File: config.mk
export PLATFORM = sky130hd
export DESIGN_NAME = smma_regs
export DESIGN_NICKNAME = d
export VERILOG_FILES = /design/src/rtl/scaled_matrix_multiply_accumulate_unit_assert.svh /design/src/rtl/smma_pkg.sv /design/src/rtl/smma_regs.sv
export SDC_FILE = /design/constraint.sdc
export NUM_CORES = 1
export LEC_CHECK = 0
export BUFFER_PORTS_ARGS = -buffer_cell sky130_fd_sc_hd__buf_2
export CAP_MARGIN = 25
export CORE_MARGIN = 2
export CORE_UTILIZATION = 45
export DETAILED_ROUTE_END_ITERATION = 8
export PLACE_DENSITY = 0.77
export SYNTH_ARGS = -nofsm -noshare
export SYNTH_HDL_FRONTEND = slang
export SYNTH_SLANG_ARGS = --single-unit
File: constraint.sdc
create_clock -name clk_i -period 1.9 [get_ports clk_i]
set_input_delay 0.38 -clock clk_i [delete_from_list [all_inputs] [get_ports clk_i]]
set_output_delay 0.38 -clock clk_i [all_outputs]
set_load 0.02 [all_outputs]
File: src/rtl/scaled_matrix_multiply_accumulate_unit_assert.svh
// Assertion macros shared by the scaled matrix multiply-accumulate RTL.
`ifndef SCALED_MATRIX_MULTIPLY_ACCUMULATE_UNIT_ASSERT_SVH
`define SCALED_MATRIX_MULTIPLY_ACCUMULATE_UNIT_ASSERT_SVH

// Same-cycle implication, disabled while reset is asserted.
`define SMMA_ASSERT_NOW(lbl, clk, rstn, ante, cons, msg) \
  lbl: assert property (@(posedge clk) disable iff (!rstn) (ante) |-> (cons)) \
    else $error(msg);

// Next-cycle implication, disabled while reset is asserted.
`define SMMA_ASSERT_NEXT(lbl, clk, rstn, ante, cons, msg) \
  lbl: assert property (@(posedge clk) disable iff (!rstn) (ante) |=> (cons)) \
    else $error(msg);

`endif

File: src/rtl/smma_pkg.sv
// Shared types, constants and helper functions of the matrix multiply-accumulate unit.
package smma_pkg;

  localparam int MAX_DIM_DEF   = 64;
  localparam int ELEM_BITS_DEF = 16;

  localparam int DIM_W    = 7;   // size registers and inner tap counter
  localparam int IDX_W    = 6;   // row and column fields
  localparam int VALUE_W  = 16;
  localparam int GAIN_W   = 16;
  localparam int RESULT_W = 32;
  localparam int CHUNK_W  = 16;  // slice of the dot product fed to the alpha multiplier
  localparam int PADDR_W  = 5;
  localparam int PDATA_W  = 32;
  localparam int REG_IDX_W = 3;

  localparam logic [REG_IDX_W-1:0] REG_ROWS  = 3'd0;
  localparam logic [REG_IDX_W-1:0] REG_INNER = 3'd1;
  localparam logic [REG_IDX_W-1:0] REG_COLS  = 3'd2;
  localparam logic [REG_IDX_W-1:0] REG_ALPHA = 3'd3;
  localparam logic [REG_IDX_W-1:0] REG_BETA  = 3'd4;

  typedef enum logic [1:0] {
    KIND_LOAD_A  = 2'd0,
    KIND_LOAD_B  = 2'd1,
    KIND_LOAD_C  = 2'd2,
    KIND_COMPUTE = 2'd3
  } kind_e;

  // Sizes already clamped to the store dimension.
  typedef struct packed {
    logic [DIM_W-1:0]  rows;
    logic [DIM_W-1:0]  inner;
    logic [DIM_W-1:0]  cols;
    logic [GAIN_W-1:0] alpha;
    logic [GAIN_W-1:0] beta;
  } cfg_t;

  typedef struct packed {
    logic             accept;
    logic             start;
    logic             mac_issue;
    logic [DIM_W-1:0] tap;
    logic             c_read;
    logic             scale_step;
    logic             rsp_load;
  } ctrl_cmd_t;

  typedef struct packed {
    logic is_compute;
    logic in_range;
    logic scale_last;
  } dp_status_t;

  // Accumulator width, wide enough for a dot product over max_dim terms.
  function automatic int acc_width(input int max_dim, input int elem_bits);
    return 2 * elem_bits + $clog2(max_dim) + 1;
  endfunction

  function automatic int chunk_count(input int acc_w);
    return (acc_w + CHUNK_W - 1) / CHUNK_W;
  endfunction

endpackage

File: src/rtl/smma_regs.sv
// APB configuration registers with size clamping.
module smma_regs #(
  parameter int MAX_DIM = smma_pkg::MAX_DIM_DEF
) (
  input  logic                          clk_i,
  input  logic                          rst_ni,
  input  logic                          psel,
  input  logic                          penable,
  input  logic                          pwrite,
  input  logic [smma_pkg::PADDR_W-1:0]  paddr,
  input  logic [smma_pkg::PDATA_W-1:0]  pwdata,
  output logic [smma_pkg::PDATA_W-1:0]  prdata,
  output logic                          pready,
  output smma_pkg::cfg_t                cfg_o
);

  localparam int DW = smma_pkg::DIM_W;
  localparam int GW = smma_pkg::GAIN_W;
  localparam int PW = smma_pkg::PDATA_W;

  logic [DW-1:0] rows_q, inner_q, cols_q;
  logic [GW-1:0] alpha_q, beta_q;
  logic          wr_en;
  logic [smma_pkg::REG_IDX_W-1:0] reg_idx;

  function automatic logic [DW-1:0] clamp_dim(input logic [DW-1:0] n);
    if (32'(n) > 32'(MAX_DIM)) begin
      return DW'(MAX_DIM);
    end
    return n;
  endfunction

  assign pready  = 1'b1;
  assign wr_en   = psel && penable && pwrite;
  assign reg_idx = paddr[smma_pkg::PADDR_W-1:2];

  always_ff @(posedge clk_i or negedge rst_ni) begin
    if (!rst_ni) begin
      rows_q  <= DW'(64);
      inner_q <= DW'(64);
      cols_q  <= DW'(64);
      alpha_q <= GW'(256);
      beta_q  <= '0;
    end else if (wr_en) begin
      unique case (reg_idx)
        smma_pkg::REG_ROWS:  rows_q  <= pwdata[DW-1:0];
        smma_pkg::REG_INNER: inner_q <= pwdata[DW-1:0];
        smma_pkg::REG_COLS:  cols_q  <= pwdata[DW-1:0];
        smma_pkg::REG_ALPHA: alpha_q <= pwdata[GW-1:0];
        smma_pkg::REG_BETA:  beta_q  <= pwdata[GW-1:0];
        default: ;
      endcase
    end
  end

  always_comb begin
    unique case (reg_idx)
      smma_pkg::REG_ROWS:  prdata = PW'(rows_q);
      smma_pkg::REG_INNER: prdata = PW'(inner_q);
      smma_pkg::REG_COLS:  prdata = PW'(cols_q);
      smma_pkg::REG_ALPHA: prdata = PW'(alpha_q);
      smma_pkg::REG_BETA:  prdata = PW'(beta_q);
      default:             prdata = '0;
    endcase
  end

  assign cfg_o.rows  = clamp_dim(rows_q);
  assign cfg_o.inner = clamp_dim(inner_q);
  assign cfg_o.cols  = clamp_dim(cols_q);
  assign cfg_o.alpha = alpha_q;
  assign cfg_o.beta  = beta_q;

endmodule

==> impl_metrics.yaml, run 1 <==
clocking:
  clk_pin_slew_ns: 0.09
  cts-root-buf: "clkbuf_8"
  cts_sinks: 53
  cts_setup_buffers: 0
  insertion_delay_ns: 0.30
  cts_tree: "yes"
  htree_levels: 2
  clockBufferDepth: 2
  cts-buffers-inserted: 5
global_routing:
  grt_pass1_wl_um: 10100
  antenna_found_initial: 0
  grt_max_degree: 54
  groute.usage.overall: 0.200
  grt_pass1_vias: 1955
  overflow: 0
cells_and_area:
  fin_cells: 393
  flow.area_growth_from_synthesis_pct: 25.8
  seq_area_um2: 1330
  fin_nets: 359
  multi_input_area_um2: 1250
  final_cell_area_um2: 3450
  post-route-util: 0.583
  layout-drive-gt1-share: 0.572
  final.fill_count: 516
  num_antenna_cells: 0
place:
  place.gp.congestion: 0.836
  post_dp_cell_area_um2: 3350
  place_inst: 385
  hpwl_um: 4790
  io_buffer_count: 92
timing:
  skew_ns: 0
  hold_viol: 0
  period_needed_ns: 1.81
  report.final.setup_viol: 0
  fmax_mhz: 551
  rsz0062_at_grt: "no"
  slew_viol_final: 0
  setup-tns-final_ns: 0
  fin_crit_sh: 0.955
  hold-worst-slack_ns: 0.0567
synth:
  ys_seq_elements: 53
  syn_avg_cell_area_um2: 12.9
  ys_seq_area_frac: 0.485
  yosysTopAreaCell: "dfrtp_1"
  synth_cell_types: 25
  synthArstFlopShare: 1.00
  yosys_warnings: 0
  yosysTopAreaCellShare: 0.447
  yosysMostFrequentCell: "dfrtp_1"
  syn_area_um2: 2740
  yosys-top-cells-count: "dfrtp_1, mux2_2, nor2b_1"
  synthFlopType: "dfrtp_1"
  synth_area_leaders: "dfrtp_1, mux2_2, mux2_4, buf_4, nor2b_1"
  synth-edff-count: 0
  syn_inst: 213
outcome:
  status: "finished, final reports clean"
setup_path:
  cp.required_ns: 1.52
  cp_max_fo: 10
  crit_path_end_kind: "output port"
  cp_cell_sequence: "clkbuf_4, buf_12, mux2_2, a21oi_1, o22ai_1, buf_2"
  critPathTopFamily: "buffers and inverters"
  critical_path_class: "input port to output port"
  slowest_delay_ns: 0.33
  crit_buf_inv: 3
  ff2ff_path_depth: 2
  critPathArrivalTime_ns: 1.43
  start_kind: "input port"
  critPathSlowestCell: "mux2_2"
  worst-path-stages: 6
route:
  wl_per_cell_um: 16.5
  first_pass_iters: 4
  vias: 2032
  drt-total-wl_um: 6490
  drtIter0Drc: 80
  routed_via_density: 5.17
  drc: 0
  drtAntennaViolNets: 0
pwr:
  p_leak_nw: 1.76
  ir_drop_mv: 0.569
  p_per_area_nw_per_um2: 985
floorplan:
  die_area_um2: 6740
  die_h_um: 82.1
  start_util: 0.463
  ios: 128
  row_count: 28
  dieWidth_um: 82.1
  core-area_um2: 5920
hold_path:
  hp-class: "input port to async pin"
job:
  maxCapViolCount: 0
## layout make-up
class	instances	share of cell area
clock buffer	7	0.0279
timing repair buffer	114	0.197
sequential	53	0.386
clock inverter	1	0.00145
multi-input combinational	143	0.361
tap	75	0.0272
## cells by family after synthesis
| kind of cell | after synthesis | share of synthesized area |
|---|---|---|
| multiplexers | 60 | 0.260 |
| flip-flops | 53 | 0.485 |
| AND/OR/NAND/NOR | 36 | 0.0944 |
| buffers and inverters | 32 | 0.0812 |
| AO/OA/AOI/OAI | 30 | 0.0766 |
| other | 2 | 0.00274 |
## state kept, by name (all words and copies together), names as in the netlist
name,flops
alpha_q,16
beta_q,16
cols_q,7
inner_q,7
rows_q,7
## power by group
part | internal (mW) | switching [mW]
sequential | 1.36 | 0.171
combinational | 0.510 | 0.667
clock | 0.330 | 0.361
total | 2.20 | 1.20
## repair_timing
action / 4_1_cts / 5_1_grt
hold buffers: 0 / 0
endpoints found under the setup margin: 0 / 1
gates resized for setup: 0 / 1
## worst reg2reg max path, delay by kind of cell (launching register included)
kind,cells,cell delay [ns]
muxes,1,0.31
buffers and inverters,1,0.16
DFF,1,0.38
## worst paths after layout
check	startpoint	end	slack (ns)
setup / recovery	paddr[2]	prdata[5]	0.09
hold / removal	rst_ni	alpha_q[14]$_DFFE_PN0P_	0.06
setup reg to reg	rows_q[6]$_DFFE_PN1P_	rows_q[6]$_DFFE_PN1P_	0.98
hold reg to reg	rows_q[0]$_DFFE_PN0P_	rows_q[0]$_DFFE_PN0P_	0.51
max in group asynchronous	rst_ni	alpha_q[8]$_DFFE_PN1P_	1.54
min in group clk_i	pwdata[7]	beta_q[7]$_DFFE_PN0P_	0.32
## metal layers
layer / vias up / global-route usage / wire length, um
met2: 67 / 0.341 / 3370
li1: 939 / - / -
met3: 7 / 0.0440 / 343
met5: - / 0 / 0
met4: 0 / 0.0583 / 61
met1: 1019 / 0.256 / 2710
## cells in the final DEF (no fill, tap or decap), drive strengths merged
cell    instances
a21oi           7
a22o            9
a22oi           7
and4            1
buf           113
clkbuf          8
clkinv          1
conb           17
dfrtp          49
dfstp           4
mux2           60
nand2           1
nand4b          1
nor2            2
nor2b          20
nor3b          10
o22ai           7
or3             1
## metrics by stage
stage,setup WS (ns),power (mW)
after CTS,0.0608,3.43
final,0.0860,3.40
after global placement,0.0747,2.70
after detailed placement,0.0700,2.74
after floorplan,0.0648,2.31
after global routing,0.00604,3.57
Note: power is estimated with default switching activity, not from simulation.
==> run 2, diff against run 1 <==
--- a/config.mk
+++ b/config.mk
@@ -5,12 +5,13 @@
 export SDC_FILE = /design/constraint.sdc
 export NUM_CORES = 1
 export LEC_CHECK = 0
+export ABC_AREA = 1
 export BUFFER_PORTS_ARGS = -buffer_cell sky130_fd_sc_hd__buf_2
 export CAP_MARGIN = 25
 export CORE_MARGIN = 2
 export CORE_UTILIZATION = 45
 export DETAILED_ROUTE_END_ITERATION = 8
-export PLACE_DENSITY = 0.77
+export PLACE_DENSITY = 0.76
 export SYNTH_ARGS = -nofsm -noshare
 export SYNTH_HDL_FRONTEND = slang
 export SYNTH_SLANG_ARGS = --single-unit
==> run 2 against run 1 <==
Routed wire length rose by 15%; non-clock buffer count fell by 9; synthesized area rose by 4.2%; cell area fell by 0.11%; largest power group unchanged; critical path type unchanged; sequential power rose by 4%; flip-flop and latch count did not move; critical path depth rose by 2; clock power fell by 8.5%; cell count rose by 38%; core utilization fell by 3.1 points.
==> impl_metrics.yaml, run 2 <==
timing:
  hold_viol: 0
  period_needed_ns: 1.78
  report.final.setup_viol: 0
  setup-tns-final_ns: 0
  rsz0062_at_grt: "no"
  fin_crit_sh: 0.937
  slew_viol_final: 0
  skew_ns: 0
  fmax_mhz: 562
route:
  wl_met1_um: 3060
  drt-total-wl_um: 7490
  drtIter0Drc: 171
  vias: 2756
  met3_wirelength_um: 710
  wl_per_cell_um: 13.9
  drc: 0
  highest_layer: "met4"
  dr_wl_met2_um: 3650
  first_pass_iters: 4
  routed_via_density: 5.09
  drtAntennaViolNets: 0
floorplan:
  start_util: 0.458
  core-area_um2: 6240
  dieWidth_um: 83.7
  ios: 128
  row_count: 29
  die_area_um2: 7010
  die_h_um: 83.7
synth:
  syn_avg_cell_area_um2: 7.64
  synth-edff-count: 0
  syn_area_um2: 2860
  synth_area_leaders: "dfrtp_1, nand2_1, o21ai_1, buf_4, inv_1"
  synthArstFlopShare: 1.00
  yosysTopAreaCell: "dfrtp_1"
  yosysMostFrequentCell: "nand2_1"
  synthFlopType: "dfrtp_1"
  yosys_warnings: 0
  ys_seq_elements: 53
  ys_seq_area_frac: 0.466
  syn_inst: 374
  yosys-top-cells-count: "nand2_1, dfrtp_1, o21ai_1"
  synth_cell_types: 23
  yosysTopAreaCellShare: 0.429
global_routing:
  grt_pass1_wl_um: 12500
  grt_pass1_vias: 2615
  grt_max_degree: 36
  antenna_found_initial: 0
  groute.usage.overall: 0.224
  overflow: 0
pwr:
  p_clk_frac: 0.179
  p_per_area_nw_per_um2: 1020
  p_int_mw: 2.10
  switchingPower_mw: 1.42
  ir_drop_mv: 0.541
  p_comb_frac: 0.370
  swShare: 0.403
  p_leak_nw: 1.88
  pwr-share-seq: 0.450
place:
  place.gp.congestion: 0.906
  io_buffer_count: 92
  post_dp_cell_area_um2: 3360
  hpwl_um: 5700
setup_path:
  rr_startpoint: "rows_q[6]$_DFFE_PN1P_"
  critical_path_class: "input port to output port"
  critPathArrivalTime_ns: 1.40
  start_kind: "input port"
  slowest_delay_ns: 0.19
  cp.required_ns: 1.52
  crit_start: "paddr[3]"
  cp_cell_sequence: "buf_2, buf_4, nor2_4, nand3_1, nand2_1, nor2_1, nand2_1, buf_2"
  cp_max_fo: 8
  critPathSlowestCell: "nor2_4"
  crit_path_end_kind: "output port"
cells_and_area:
  fin_nets: 506
  layout_common_cells: "nand2_1, buf_2, dfrtp_1, o21ai_1, inv_1"
  layout-drive-gt1-share: 0.274
  layout_commonest_cell: "nand2_1"
  flow.area_growth_from_synthesis_pct: 20.6
  top_regs: "alpha_q x16, beta_q x16"
  num_antenna_cells: 0
  final_cell_area_um2: 3450
clocking:
  htree_levels: 2
  cts_tree: "yes"
  clk_pin_slew_ns: 0.09
  cts_resized: 0
  insertion_delay_ns: 0.30
  cts_setup_buffers: 0
  cts_sinks: 53
  ctsHoldBuffers: 0
  cts-buffers-inserted: 5
  clockBufferDepth: 2
  cts-root-buf: "clkbuf_8"
job:
  maxCapViolCount: 0
hold_path:
  hp-class: "input port to async pin"
outcome:
  status: "finished, final reports clean"
==> run 2: changes by cell type after synthesis, moves of 20 or more <==
cell | previous run | this run
nand2_1 | 1 | 102
o21ai_1 | 0 | 45
mux2_2 | 42 | 0
inv_1 | 0 | 40
nor2_1 | 1 | 34
nand3_1 | 0 | 24
nor2b_1 | 20 | 0
==> run 2: logic make-up (layout without fill, tap and decap cells) <==
| group | count (synthesis) | count (layout) | share of synthesized area |
|---|---|---|---|
| compound gates | 62 | 62 | 0.112 |
| flops | 53 | 53 | 0.466 |
| other cells | 2 | 17 | 0.00263 |
| simple gates | 179 | 179 | 0.278 |
| buf+inv | 78 | 153 | 0.141 |
==> run 2: layout make-up <==
class	instances	area, um^2
fill	588	2790
timing repair buffer	105	596
clock buffer	7	86.3
multi-input combinational	258	1180
sequential	53	1330
tap	77	96.3
inverter	41	156
==> run 2: path summary, 6_finish.rpt <==
| check | to | slack (ns) | cells after the start |
|---|---|---|---|
| min in group clk_i | alpha_q[8]$_DFFE_PN1P_ | 0.29 | 3 |
| min reg2reg | alpha_q[8]$_DFFE_PN1P_ | 0.51 | 2 |
| max | prdata[6] | 0.12 | 8 |
| max in group asynchronous | rows_q[6]$_DFFE_PN1P_ | 1.29 | 2 |
| min | beta_q[9]$_DFFE_PN0P_ | 0.01 | 1 |
| max reg2reg | rows_q[6]$_DFFE_PN1P_ | 1.04 | 2 |
==> run 2: per-stage QoR <==
stage,power [mW],setup slack [ns],hold WS (ns),util,cells
2_1_floorplan,2.45,0.198,0.0844,-,389
3_5_place_dp,2.92,0.146,0.355,0.538,534
4_1_cts,3.55,0.142,0.0191,0.552,541
5_1_grt,3.75,0.00594,0.0317,0.552,541
3_3_place_gp,2.89,0.164,0.346,0.538,534
6_report,3.52,0.120,0.0105,0.552,541
==> run 2: power groups by stage <==
stage	combinational (mW)	clock, mW	sequential (mW)
6_report	1.30	0.632	1.59
5_1_grt	1.44	0.686	1.62
4_1_cts	1.32	0.647	1.59
3_5_place_dp	1.32	0	1.60
3_3_place_gp	1.29	0	1.60
2_1_floorplan	0.704	0	1.74
==> run 2: worst max-delay path: cells and delay by family <==
kind	cells	cell delay (ns)
buffers and inverters	3	0.50
AND/OR/NAND/NOR	5	0.50
==> run 2: per-layer routing <==
| metal | up-vias | global-route usage |
|---|---|---|
| li1 | 1332 | - |
| met1 | 1284 | 0.302 |
| met2 | 132 | 0.364 |
| met3 | 8 | 0.0465 |
| met4 | 0 | 0.0689 |
| met5 | - | 0 |
