## config.mk

```make
export PLATFORM = sky130hd
export DESIGN_NAME = smma_ctrl
export DESIGN_NICKNAME = d
export VERILOG_FILES = /design/src/rtl/smma_pkg.sv /design/src/rtl/smma_ctrl.sv
export VERILOG_INCLUDE_DIRS = /design/src /design/src/rtl
export SDC_FILE = /design/constraint.sdc
export NUM_CORES = 1
export LEC_CHECK = 0
export ABC_AREA = 0
export BUFFER_PORTS_ARGS = -buffer_cell sky130_fd_sc_hd__buf_2
export CAP_MARGIN = 20
export CORE_UTILIZATION = 42
export DETAILED_ROUTE_END_ITERATION = 10
export PLACE_DENSITY = 0.95
export SYNTH_ARGS = -nofsm -noshare
export SYNTH_HDL_FRONTEND = slang
export SYNTH_SLANG_ARGS = --single-unit
```

## constraint.sdc

```tcl
create_clock -name clk_i -period 2.9 [get_ports clk_i]
set_input_delay 0.58 -clock clk_i [delete_from_list [all_inputs] [get_ports clk_i]]
set_output_delay 0.58 -clock clk_i [all_outputs]
set_load 0.03 [all_outputs]
```

## src/rtl/scaled_matrix_multiply_accumulate_unit_assert.svh

```systemverilog
// Assertion macros shared by the scaled matrix multiply-accumulate RTL.
`ifndef SCALED_MATRIX_MULTIPLY_ACCUMULATE_UNIT_ASSERT_SVH
`define SCALED_MATRIX_MULTIPLY_ACCUMULATE_UNIT_ASSERT_SVH

// Same-cycle implication, disabled while reset is asserted.
`define SMMA_ASSERT_NOW(lbl, clk, rstn, ante, cons, msg) \
  lbl: assert property (@(posedge clk) disable iff (!rstn) (ante) |-> (cons)) \
    else $error(msg);

// Next-cycle implication, disabled while reset is asserted.
`define SMMA_ASSERT_NEXT(lbl, clk, rstn, ante, cons, msg) \
  lbl: assert property (@(posedge clk) disable iff (!rstn) (ante) |=> (cons)) \
    else $error(msg);

`endif

```

## src/rtl/smma_pkg.sv

```systemverilog
// Shared types, constants and helper functions of the matrix multiply-accumulate unit.
package smma_pkg;

  localparam int MAX_DIM_DEF   = 64;
  localparam int ELEM_BITS_DEF = 16;

  localparam int DIM_W    = 7;   // size registers and inner tap counter
  localparam int IDX_W    = 6;   // row and column fields
  localparam int VALUE_W  = 16;
  localparam int GAIN_W   = 16;
  localparam int RESULT_W = 32;
  localparam int CHUNK_W  = 16;  // slice of the dot product fed to the alpha multiplier
  localparam int PADDR_W  = 5;
  localparam int PDATA_W  = 32;
  localparam int REG_IDX_W = 3;

  localparam logic [REG_IDX_W-1:0] REG_ROWS  = 3'd0;
  localparam logic [REG_IDX_W-1:0] REG_INNER = 3'd1;
  localparam logic [REG_IDX_W-1:0] REG_COLS  = 3'd2;
  localparam logic [REG_IDX_W-1:0] REG_ALPHA = 3'd3;
  localparam logic [REG_IDX_W-1:0] REG_BETA  = 3'd4;

  typedef enum logic [1:0] {
    KIND_LOAD_A  = 2'd0,
    KIND_LOAD_B  = 2'd1,
    KIND_LOAD_C  = 2'd2,
    KIND_COMPUTE = 2'd3
  } kind_e;

  // Sizes already clamped to the store dimension.
  typedef struct packed {
    logic [DIM_W-1:0]  rows;
    logic [DIM_W-1:0]  inner;
    logic [DIM_W-1:0]  cols;
    logic [GAIN_W-1:0] alpha;
    logic [GAIN_W-1:0] beta;
  } cfg_t;

  typedef struct packed {
    logic             accept;
    logic             start;
    logic             mac_issue;
    logic [DIM_W-1:0] tap;
    logic             c_read;
    logic             scale_step;
    logic             rsp_load;
  } ctrl_cmd_t;

  typedef struct packed {
    logic is_compute;
    logic in_range;
    logic scale_last;
  } dp_status_t;

  // Accumulator width, wide enough for a dot product over max_dim terms.
  function automatic int acc_width(input int max_dim, input int elem_bits);
    return 2 * elem_bits + $clog2(max_dim) + 1;
  endfunction

  function automatic int chunk_count(input int acc_w);
    return (acc_w + CHUNK_W - 1) / CHUNK_W;
  endfunction

endpackage

```

## src/rtl/smma_ctrl.sv

```systemverilog
// Sequencing state machine: load accept, inner-dimension walk, scaling and result hand-off.
`include "scaled_matrix_multiply_accumulate_unit_assert.svh"

module smma_ctrl (
  input  logic                 clk_i,
  input  logic                 rst_ni,
  input  smma_pkg::cfg_t       cfg_i,
  input  smma_pkg::dp_status_t stat_i,
  input  logic                 req_valid_i,
  output logic                 req_ready_o,
  output logic                 rsp_valid_o,
  input  logic                 rsp_ready_i,
  output smma_pkg::ctrl_cmd_t  cmd_o
);

  localparam int DW = smma_pkg::DIM_W;

  localparam logic [2:0] ST_IDLE  = 3'd0;
  localparam logic [2:0] ST_MAC   = 3'd1;
  localparam logic [2:0] ST_DRAIN = 3'd2;
  localparam logic [2:0] ST_SCALE = 3'd3;
  localparam logic [2:0] ST_FINAL = 3'd4;

  logic [2:0]    state_q, state_d;
  logic [DW-1:0] tap_q, tap_d;
  logic          drain_q, drain_d;
  logic          rsp_valid_q, rsp_valid_d;
  logic          accept;
  logic          compute_go;

  assign req_ready_o = (state_q == ST_IDLE);
  assign accept      = req_valid_i && req_ready_o;
  assign compute_go  = accept && stat_i.is_compute;
  assign rsp_valid_o = rsp_valid_q;

  always_comb begin
    state_d          = state_q;
    tap_d            = tap_q;
    drain_d          = drain_q;
    cmd_o            = '0;
    cmd_o.accept     = accept;
    cmd_o.start      = compute_go;
    cmd_o.tap        = tap_q;
    unique case (state_q)
      ST_IDLE: begin
        if (compute_go) begin
          if (!stat_i.in_range) begin
            state_d = ST_FINAL;
          end else if (cfg_i.inner == '0) begin
            state_d = ST_DRAIN;
            drain_d = 1'b0;
          end else begin
            state_d = ST_MAC;
            tap_d   = '0;
          end
        end
      end
      ST_MAC: begin
        cmd_o.mac_issue = 1'b1;
        if (tap_q == cfg_i.inner - DW'(1)) begin
          state_d = ST_DRAIN;
          drain_d = 1'b0;
        end else begin
          tap_d = tap_q + DW'(1);
        end
      end
      ST_DRAIN: begin
        // The drain state lets the read and product stages empty into the accumulator.
        cmd_o.c_read = !drain_q;
        if (drain_q) begin
          state_d = ST_SCALE;
        end else begin
          drain_d = 1'b1;
        end
      end
      ST_SCALE: begin
        cmd_o.scale_step = 1'b1;
        if (stat_i.scale_last) begin
          state_d = ST_FINAL;
        end
      end
      ST_FINAL: begin
        if (!rsp_valid_q || rsp_ready_i) begin
          cmd_o.rsp_load = 1'b1;
          state_d        = ST_IDLE;
        end
      end
      default: begin
        state_d = ST_IDLE;
      end
    endcase
  end

  always_comb begin
    rsp_valid_d = rsp_valid_q;
    if (cmd_o.rsp_load) begin
      rsp_valid_d = 1'b1;
    end else if (rsp_ready_i) begin
      rsp_valid_d = 1'b0;
    end
  end

  always_ff @(posedge clk_i or negedge rst_ni) begin
    if (!rst_ni) begin
      state_q     <= ST_IDLE;
      tap_q       <= '0;
      drain_q     <= 1'b0;
      rsp_valid_q <= 1'b0;
    end else begin
      state_q     <= state_d;
      tap_q       <= tap_d;
      drain_q     <= drain_d;
      rsp_valid_q <= rsp_valid_d;
    end
  end

  `SMMA_ASSERT_NOW(a_tap_in_range, clk_i, rst_ni, cmd_o.mac_issue, tap_q < cfg_i.inner, "inner tap beyond configured size")
  `SMMA_ASSERT_NEXT(a_mac_entry, clk_i, rst_ni, compute_go && stat_i.in_range && (cfg_i.inner != '0), state_q == ST_MAC, "in-range compute did not start the inner walk")
  `SMMA_ASSERT_NEXT(a_scale_hold, clk_i, rst_ni, (state_q == ST_SCALE) && !stat_i.scale_last, state_q == ST_SCALE, "scaling left before the last slice")
  `SMMA_ASSERT_NOW(a_rsp_from_final, clk_i, rst_ni, $rose(rsp_valid_q), $past(state_q) == ST_FINAL, "result raised outside the final step")

endmodule

```

==> qor.yml, run 1 <==
status: "complete, no violations"
ant_nets: 0
post_cts_resized: 0
place_congestion: 0.869
synthCells: 117
htree_levels: 1
finalHoldViolations: 0
final_area_mm2: 0.00112
diodes: 0
ys_seq_area_share_pct: 31.3
grt_overflow: 0
wl_per_cell_um: 12.7
ys.flop_type: "dfrtp_1"
numCtsBuffers: 3
worst_slew_pin_slew_ps: 479
cellPowerDensity_mw_per_mm2: 1070
drcViolationCount: 0
finalSetupViolations: 0
grt_setup_unrepaired: "no"
yosys_warnings: 0
slew_headroom_pct: 67.9
maxCapViolCount: 0
dp_slack_ps: 486
area_delta_synth_final_pct: 16.8
cp-start-kind: "flop"
grt_antenna_before_repair: 0
synth-compound-area-share_pct: 20.6
die-area_mm2: 0.00248
timing.final.ws_setup_ps: 597
worst_clock_skew_ps: 4.06
synth_area_per_cell_um2: 8.20
initial_core_util_pct: 46.5
regArea_um2: 300
final_common_cell: "buf_2"
placed_area_mm2: 0.00108
wl_met2_mm: 1.03
clock-root-buffer: "clkbuf_4"
crit_type: "reg -> out"
hpwlAfterDp_mm: 1.68
crit_fanout: 12
postSynthNetCount: 180
cp_data_arrival_time_ps: 1720
cts_setup_buffers: 0
cp.required_ps: 2320
layout_min_cycle_time_ps: 2300
cts_num_sinks: 12
met3_length_um: 80
vias_per_cell: 5.74
clockBufferDepth: 2
fill_cells: 185
fmax_mhz: 434
synth-seq-cells: 12
synth_area_um2: 960
r2r_setup_slack_ps: 840
synth_edf_count: 0
cts.hold.buffers_added: 0
core_mm2: 0.00206
wl_mm: 2.13
multiInputGateArea_um2: 577
die_h_um: 49.8
layout_worst_path_cycle_share_pct: 79.4
ys_types: 37
synth_xor_area_share_pct: 8.08
synth_mux_area_share_pct: 1.04
port-buffer-count: 28
synth-async-reset-ratio_pct: 100
grt_first_pass_wirelength_mm: 3.77
clk_pin_slew_ps: 80
slew_viol_final: 0
track_usage_pct: 19.7
mostFrequentLayoutCells: "buf_2 (28), dfrtp_1 (12), a21oi_1 (11)"
grt_pass1_vias: 875
yosys.area_share.simple_pct: 26.5
tritoncts: "done"
fp-row-count: 16
synth-adder-area-share_pct: 3.91
die_w_um: 49.8
fin_total_pwr_mw: 1.20
wl_met1_um: 964
top_layer: "met4"
clk_latency_ps: 280
fin_nets: 205
ir_worst_vdd_mv: 0.492
io_pins: 75
grt_max_degree: 15
vias: 964
hold_path.class: "in -> async"
worst_setup_path_end_kind: "output pin"
firstDrtPassIters: 4
p_leak_nw: 0.543
drive_gt1_share_pct: 27.0
initialDrtViolationCount: 24
synth_top_family_by_area: "simple AND/OR/NAND/NOR gates"
setup_tns_ps: 0
synthesized netlist by cell type (2+ instances only):
cell type  number  area (µm²)
o211ai_1        3        22.5
nand4_1         3        18.8
nand2b_1        3        18.8
nor2_1          9        33.8
o21ai_0         4        20.0
a21oi_1        11        55.1
buf_1           2        7.51
xor2_1          2        17.5
buf_4           4        30.0
xnor2_1         5        43.8
a31oi_1         3        18.8
dfrtp_1        12         300
nor3_1          7        35.0
ha_1            3        37.5
o21a_1          2        15.0
nand2_1        10        37.5
and3_1          3        18.8
inv_1           7        26.3
o31ai_1         2        15.0
nand3_1         4        20.0
clkbuf_1        2        7.51
worst paths after layout:
| path | startpoint | end | cells past startpoint |
|---|---|---|---|
| max | state_q[0] | cmd_o[10] | 4 |
| min | rst_ni | tap_q[5] | 1 |
| max reg2reg | state_q[0] | tap_q[3] | 6 |
| min reg2reg | rsp_valid_o | rsp_valid_o | 2 |
| max in group asynchronous | rst_ni | state_q[1] | 1 |
| min in group clk_i | rsp_valid_o | rsp_valid_o | 2 |
critical path, cell delays in order, from the launching register on:
cell	delay, ps
dfrtp_1	570
inv_1	130
or3_1	410
inv_1	120
buf_2	200
through the flow:
step                      util (%)  cells  hold slack (ps)
after floorplan                  -    117              284
after global placement        52.6    164              467
after detailed placement      52.6    164              473
after CTS                     54.4    168              165
after global routing          54.4    168              174
final                         54.4    168              159
flip-flops by register name (all words and copies together) (netlist names):
register     cells
rsp_valid_o      1
tap_q            7
drain_q          1
state_q          3
power by group:
group	switching (mW)	leakage (nW)	internal [mW]	total, mW
clock network	0.0604	0.0210	0.0764	0.137
logic	0.416	0.370	0.259	0.675
registers	0.147	0.152	0.239	0.386
logic make-up after synthesis:
logic type | after synthesis
AO/OA/AOI/OAI | 30
XOR/XNOR | 8
adder cells (fa/ha/maj) | 3
buffers and inverters | 16
flip-flops | 12
multiplexers | 1
AND/OR/NAND/NOR | 47
final cells by class:
cell class                      count  share of cell area (%)
Clock buffer                        4                    3.24
Timing Repair Buffer               29                    13.2
Sequential cell                    12                    26.8
Inverter                            7                    2.34
Multi-Input combinational cell     89                    51.5
Tap cell                           27                    3.01
routing by layer:
metal,GRT usage [%],up-vias
li1,-,464
met5,0,-
met2,33.3,34
met4,10.5,0
met1,23.7,459
met3,3.09,7
Note: power is estimated with default switching activity, not from simulation.
==> run 2: changes to the inputs <==
--- a/config.mk
+++ b/config.mk
@@ -9,9 +9,9 @@
 export ABC_AREA = 0
 export BUFFER_PORTS_ARGS = -buffer_cell sky130_fd_sc_hd__buf_2
 export CAP_MARGIN = 20
-export CORE_UTILIZATION = 42
+export CORE_UTILIZATION = 35
 export DETAILED_ROUTE_END_ITERATION = 10
-export PLACE_DENSITY = 0.95
+export PLACE_DENSITY = 0.85
 export SYNTH_ARGS = -nofsm -noshare
 export SYNTH_HDL_FRONTEND = slang
 export SYNTH_SLANG_ARGS = --single-unit
==> constraint.sdc (replaced) <==
create_clock -name clk_i -period 1.9 [get_ports clk_i]
set_input_delay 0.38 -clock clk_i [delete_from_list [all_inputs] [get_ports clk_i]]
set_output_delay 0.38 -clock clk_i [all_outputs]
set_load 0.03 [all_outputs]
==> run 2 against run 1 <==
Net effect:
- the flow now finishes with violations (negative setup slack)
- setup slack got worse by 630 ps
- core utilization increased by 1.3 points
- register-to-register slack got worse by 870 ps
- power increased by 95%
- clock power increased by 60%
- die area increased by 19%
- critical path type is now reg -> reg
- critical endpoint is now tap_q[4]
- largest cell class unchanged
- highest routed layer unchanged
==> qor.yml, run 2 (synthesis gave the netlist of run 1 again) <==
final_core_util_pct: 55.7  # +1.3 points
ir_worst_vdd_mv: 0.987  # +100%
slew_headroom_pct: 76.8  # +8.8 points
drive_gt1_share_pct: 46.0  # +19 points
grt_max_degree: 14  # -1
cts_num_sinks: 12  # unchanged
fill_cells: 249  # +35%
fin_nets: 225  # +9.8%
diodes: 0  # unchanged
cp_data_arrival_time_ps: 2090  # +370 ps
r2r_setup_slack_ps: -30  # -870 ps
worst_clock_skew_ps: 3.74  # -0.322 ps
fp-row-count: 18  # +2
core_mm2: 0.00254  # +23%
initialDrtViolationCount: 20  # -17%
place_congestion: 0.842  # -3.0%
clockBufferDepth: 2  # unchanged
die_h_um: 54.4  # +9.2%
placed_area_mm2: 0.00124  # +14%
drcViolationCount: 0  # unchanged
cellPowerDensity_mw_per_mm2: 1650  # +54%
finalHoldViolations: 0  # unchanged
grt_pass1_vias: 1016  # +16%
cp-start-kind: "flop"
final_common_cell: "buf_2"
layout_min_cycle_time_ps: 1930
htree_levels: 1  # unchanged
firstDrtPassIters: 4  # unchanged
fin_total_pwr_mw: 2.34  # +95%
stdcell_count: 191  # +14%
vias_per_cell: 5.58  # -2.7%
grt_overflow: 0  # unchanged
io_pins: 75  # unchanged
top_regs: "tap_q x7, state_q x3"
vias: 1066  # +11%
final_area_mm2: 0.00142  # +26%
port-buffer-count: 28  # unchanged
grt_first_pass_wirelength_mm: 4.43  # +18%
hold_path.class: "in -> reg"
violations: "negative setup slack"
timing.final.ws_setup_ps: -30.1  # -627 ps
clk_latency_ps: 280  # about the same
mostFrequentLayoutCells: "buf_2 (26), buf_4 (17), nand2_1 (10), dfrtp_1 (10), nor2_1 (9)"
slew_viol_final: 0  # unchanged
dp_slack_ps: -319  # -805 ps
crit_fanout: 5  # -7
die_w_um: 54.4  # +9.2%
initial_core_util_pct: 37.7  # -8.8 points
placed_cells: 185  # +13%
p_leak_nw: 0.657  # +21%
clk_pin_slew_ps: 90  # about the same
ant_nets: 0  # unchanged
wl_mm: 2.89  # +36%
grt_antenna_before_repair: 0  # unchanged
finalSetupViolations: 4  # +4
wl_per_cell_um: 15.1  # +20%
grt_setup_unrepaired: "yes"
worst_setup_path_end_kind: "flop"
maxCapViolCount: 0  # unchanged
die-area_mm2: 0.00296  # +19%
fmax_mhz: 518
area_delta_synth_final_pct: 47.6
cp.required_ps: 2060  # -260 ps
hpwlAfterDp_mm: 2.00  # +19%
crit_type: "reg -> reg"
layout_worst_path_cycle_share_pct: 102
status: "finished with violations"
clock-root-buffer: "clkbuf_4"
tritoncts: "done"
largest_register_ffs: 7  # unchanged
numCtsBuffers: 3  # unchanged
track_usage_pct: 20.9  # +1.2 points
largest_register: "tap_q"
worst_slew_pin_slew_ps: 346  # -133 ps
## run 2: critical path: stages (launching register included)
cell       delay (ps)
dfrtp_2           440
xor2_2            180
nand4_1           170
a2111oi_4         460
a31oi_4           200
buf_6             170
a41oi_2           150
a31oi_2            60
## run 2: layout make-up
cell class	instances	area (µm²)	share of cell area, %
clock buffers	4	36.3	2.56
inverters	7	26.3	1.86
multi-input cells	89	693	48.9
flip-flops and latches	12	303	21.4
well taps	30	37.5	2.65
repair buffers	49	320	22.6
## run 2: path summary, 6_finish.rpt
check,startpoint,cells past startpoint,endpoint
hold / removal,rsp_ready_i,3,rsp_valid_o
min in group asynchronous,rst_ni,2,state_q[2]
max in group asynchronous,rst_ni,2,tap_q[6]
hold reg to reg,rsp_valid_o,2,rsp_valid_o
setup / recovery,tap_q[6],7,tap_q[4]
setup reg to reg,tap_q[6],7,tap_q[4]
## run 2: repair_timing
item	CTS	global route
setup endpoints to repair	6	11
hold buffers	1	0
setup buffers	1	0
resized for setup	10	15
pin swaps	2	8
hold endpoints to repair	12	0
## run 2: routing by layer
metal / up-vias / track usage, % / share of wire (%)
met3: 8 / 5.83 / 5.2
met4: 0 / 2.99 / 1.5
met2: 47 / 39.8 / 53
li1: 509 / - / -
met1: 502 / 23.0 / 40
met5: - / 0 / 0
## run 2: power by group
group,internal (mW),switching [mW]
logic,0.663,0.987
clock network,0.117,0.102
registers,0.370,0.0969
## run 2: metrics by stage
| stage | hold slack [ps] | TNS, ps |
|---|---|---|
| after floorplan | 84.4 | 0 |
| after global placement | 274 | -1760 |
| after detailed placement | 284 | -2240 |
| after CTS | 409 | -10.2 |
| after global routing | 438 | -728 |
| final | 413 | -71.0 |
==> run 3: changes to the inputs <==
--- a/config.mk
+++ b/config.mk
@@ -7,11 +7,12 @@
 export NUM_CORES = 1
 export LEC_CHECK = 0
 export ABC_AREA = 0
-export BUFFER_PORTS_ARGS = -buffer_cell sky130_fd_sc_hd__buf_2
 export CAP_MARGIN = 20
-export CORE_UTILIZATION = 35
+export CORE_UTILIZATION = 45
 export DETAILED_ROUTE_END_ITERATION = 10
-export PLACE_DENSITY = 0.85
+export DONT_BUFFER_PORTS = 1
+export PLACE_DENSITY = 0.72
+export SKIP_CTS_REPAIR_TIMING = 1
 export SYNTH_ARGS = -nofsm -noshare
 export SYNTH_HDL_FRONTEND = slang
 export SYNTH_SLANG_ARGS = --single-unit
==> run 3 against run 2 <==
Net effect:
- the run still ends with negative setup slack left
- setup slack better by 14 ps
- register-to-register slack about the same
- hold slack lost 69 ps
- critical path depth up 1
- combinational power decreased by 16%
- clock skew hardly changed
- sequential power is essentially flat
==> qor.yml, run 3 (synthesis gave the netlist of run 1 again) <==
status: "finished with violations"
violations: "negative setup slack"
fin_total_pwr_mw: 2.06  # -12%
largest_register_ffs: 7  # unchanged
clock-root-buffer: "clkbuf_4"
whs_ps: 343  # -69.4 ps
htree_levels: 1  # unchanged
worst_slew_pin_slew_ps: 544  # +198 ps
area_delta_synth_final_pct: 26.2
fin_nets: 198  # -12%
slew_headroom_pct: 63.6  # -13 points
crit_fanout: 10  # +5
min_delay_path_depth: 2  # -1
largest_register: "tap_q"
hold_path.class: "in -> reg"
crit_type: "reg -> reg"
cp_slowest_cell: "dfrtp_2"
reg2reg_from: "tap_q[6]"
critPathBufInv: 2  # +1
grt_setup_unrepaired: "yes"
firstDrtPassIters: 4  # unchanged
timing.final.ws_setup_ps: -15.8  # +14.3 ps
mostFrequentLayoutCells: "buf_4 (21), nand2_1 (10), dfrtp_1 (10)"
holdPathEnd: "rsp_valid_o"
place_congestion: 0.793  # -5.9%
track_usage_pct: 21.1  # +0.20 points
grt_first_pass_wirelength_mm: 3.37  # -24%
grt_max_degree: 14  # unchanged
ir_worst_vdd_mv: 0.865  # -12%
clk_latency_ps: 280  # about the same
final_common_cell: "buf_4"
layout_min_cycle_time_ps: 1920  # -14.3 ps
cp.required_ps: 2070  # about the same
wl_per_cell_um: 15.0  # -0.76%
hpwlAfterDp_mm: 1.74  # -13%
die_h_um: 48.2  # -11%
die-area_mm2: 0.00232  # -21%
hp-start: "rsp_ready_i"
drive_gt1_share_pct: 29.1  # -17 points
cp_top_family: "compound AO/OA/AOI/OAI gates"
port-buffer-count: 0  # -100%
worst_clock_skew_ps: 3.99  # +0.253 ps
tritoncts: "done"
vias_per_cell: 5.79  # +3.7%
grt_overflow: 0  # unchanged
final_core_util_pct: 61.1  # +5.5 points
fmax_mhz: 522  # +0.74%
maxCapViolCount: 0  # unchanged
numCtsBuffers: 3  # unchanged
fill_cells: 168  # -33%
fp-row-count: 16  # -2
multiInputGateArea_um2: 644  # -7.0%
cpMostUsedCell: "buf_4"
regArea_um2: 303  # unchanged
layout_worst_path_cycle_share_pct: 101  # -0.75 points
worst_setup_path_end_kind: "flop"
cp_num_cells: 8  # +1
finalSetupViolations: 4  # unchanged
cp_data_arrival_time_ps: 2090  # about the same
clockBufferDepth: 2  # unchanged
io_pins: 75  # unchanged
wl_mm: 2.42  # -16%
slowest_delay_ps: 440  # -20 ps
clk_pin_slew_ps: 80  # about the same
core_mm2: 0.00198  # -22%
r2r_setup_slack_ps: -20  # about the same
die_w_um: 48.2  # -11%
r2r_cells: 8  # +1
p_leak_nw: 0.528  # -20%
cts_num_sinks: 12  # unchanged
vias: 932  # -13%
top_regs: "tap_q x7, state_q x3"
ant_nets: 0  # unchanged
r2r-end: "tap_q[2]"
slew_viol_final: 0  # unchanged
grt_antenna_before_repair: 0  # unchanged
drcViolationCount: 0  # unchanged
initialDrtViolationCount: 20  # unchanged
crit_chain: "xor2_2 > a31o_2 > a2111oi_4 > a31oi_1 > buf_4 > buf_4 > a21oi_2 > a21oi_1"
cellPowerDensity_mw_per_mm2: 1700  # +3.2%
cp-start-kind: "flop"
initial_core_util_pct: 48.4  # +11 points
diodes: 0  # unchanged
grt_pass1_vias: 831  # -18%
finalHoldViolations: 0  # unchanged
run 3: changes by cell type in the layout (fill, tap and decap cells not counted), moves of 2 or more:
cell	delta
a21oi_1	+3
a21oi_2	-2
buf_2	-26
buf_4	+4
buf_6	-4
run 3: how the worst max path moves through the flow:
stage | end | startpoint
2_1_floorplan | drain_q | tap_q[3]
3_3_place_gp | tap_q[2] | cfg_i[39]
3_5_place_dp | tap_q[2] | cfg_i[39]
4_1_cts | tap_q[2] | tap_q[6]
5_1_grt | tap_q[6] | tap_q[6]
6_report | tap_q[2] | tap_q[6]
run 3: worst reg2reg max path, cell delays in order, from the launching register on:
cell and delay (ps):
dfrtp_2 440, xor2_2 160, a31o_2 240, a2111oi_4 330, a31oi_1 120, buf_4 190, buf_4 160, a21oi_2 120
a21oi_1 50
run 3: report_power, final:
| part | total [mW] | switching, mW | internal [mW] |
|---|---|---|---|
| registers | 0.468 | 0.0984 | 0.370 |
| logic | 1.39 | 0.853 | 0.535 |
| clock network | 0.206 | 0.0895 | 0.117 |
| total | 2.06 | 1.04 | 1.02 |
run 3: final cells by class:
cell class	count	share of cell area, %
clock buffer	4	3.00
inverter	7	2.17
multi-input combinational	89	53.2
sequential	12	25.0
tap	27	2.79
timing repair buffer	22	13.8
run 3: through the flow:
step           area (µm²)  instances  worst slack (ps)  TNS [ps]
5_1_grt              1210        161              -120      -794
6_report             1210        161             -15.8     -33.2
3_5_place_dp         1100        155             -60.4      -214
4_1_cts              1140        159              6.40         0
2_1_floorplan         973        117              6.64         0
3_3_place_gp         1100        155             -25.6     -43.9
run 3: metal layers:
layer | up-vias | GRT usage (%) | wire length [µm]
met5 | - | 0 | 0
met4 | 0 | 6.67 | 36
met3 | 5 | 5.93 | 186
met2 | 36 | 35.2 | 1150
met1 | 438 | 26.2 | 1050
li1 | 453 | - | -
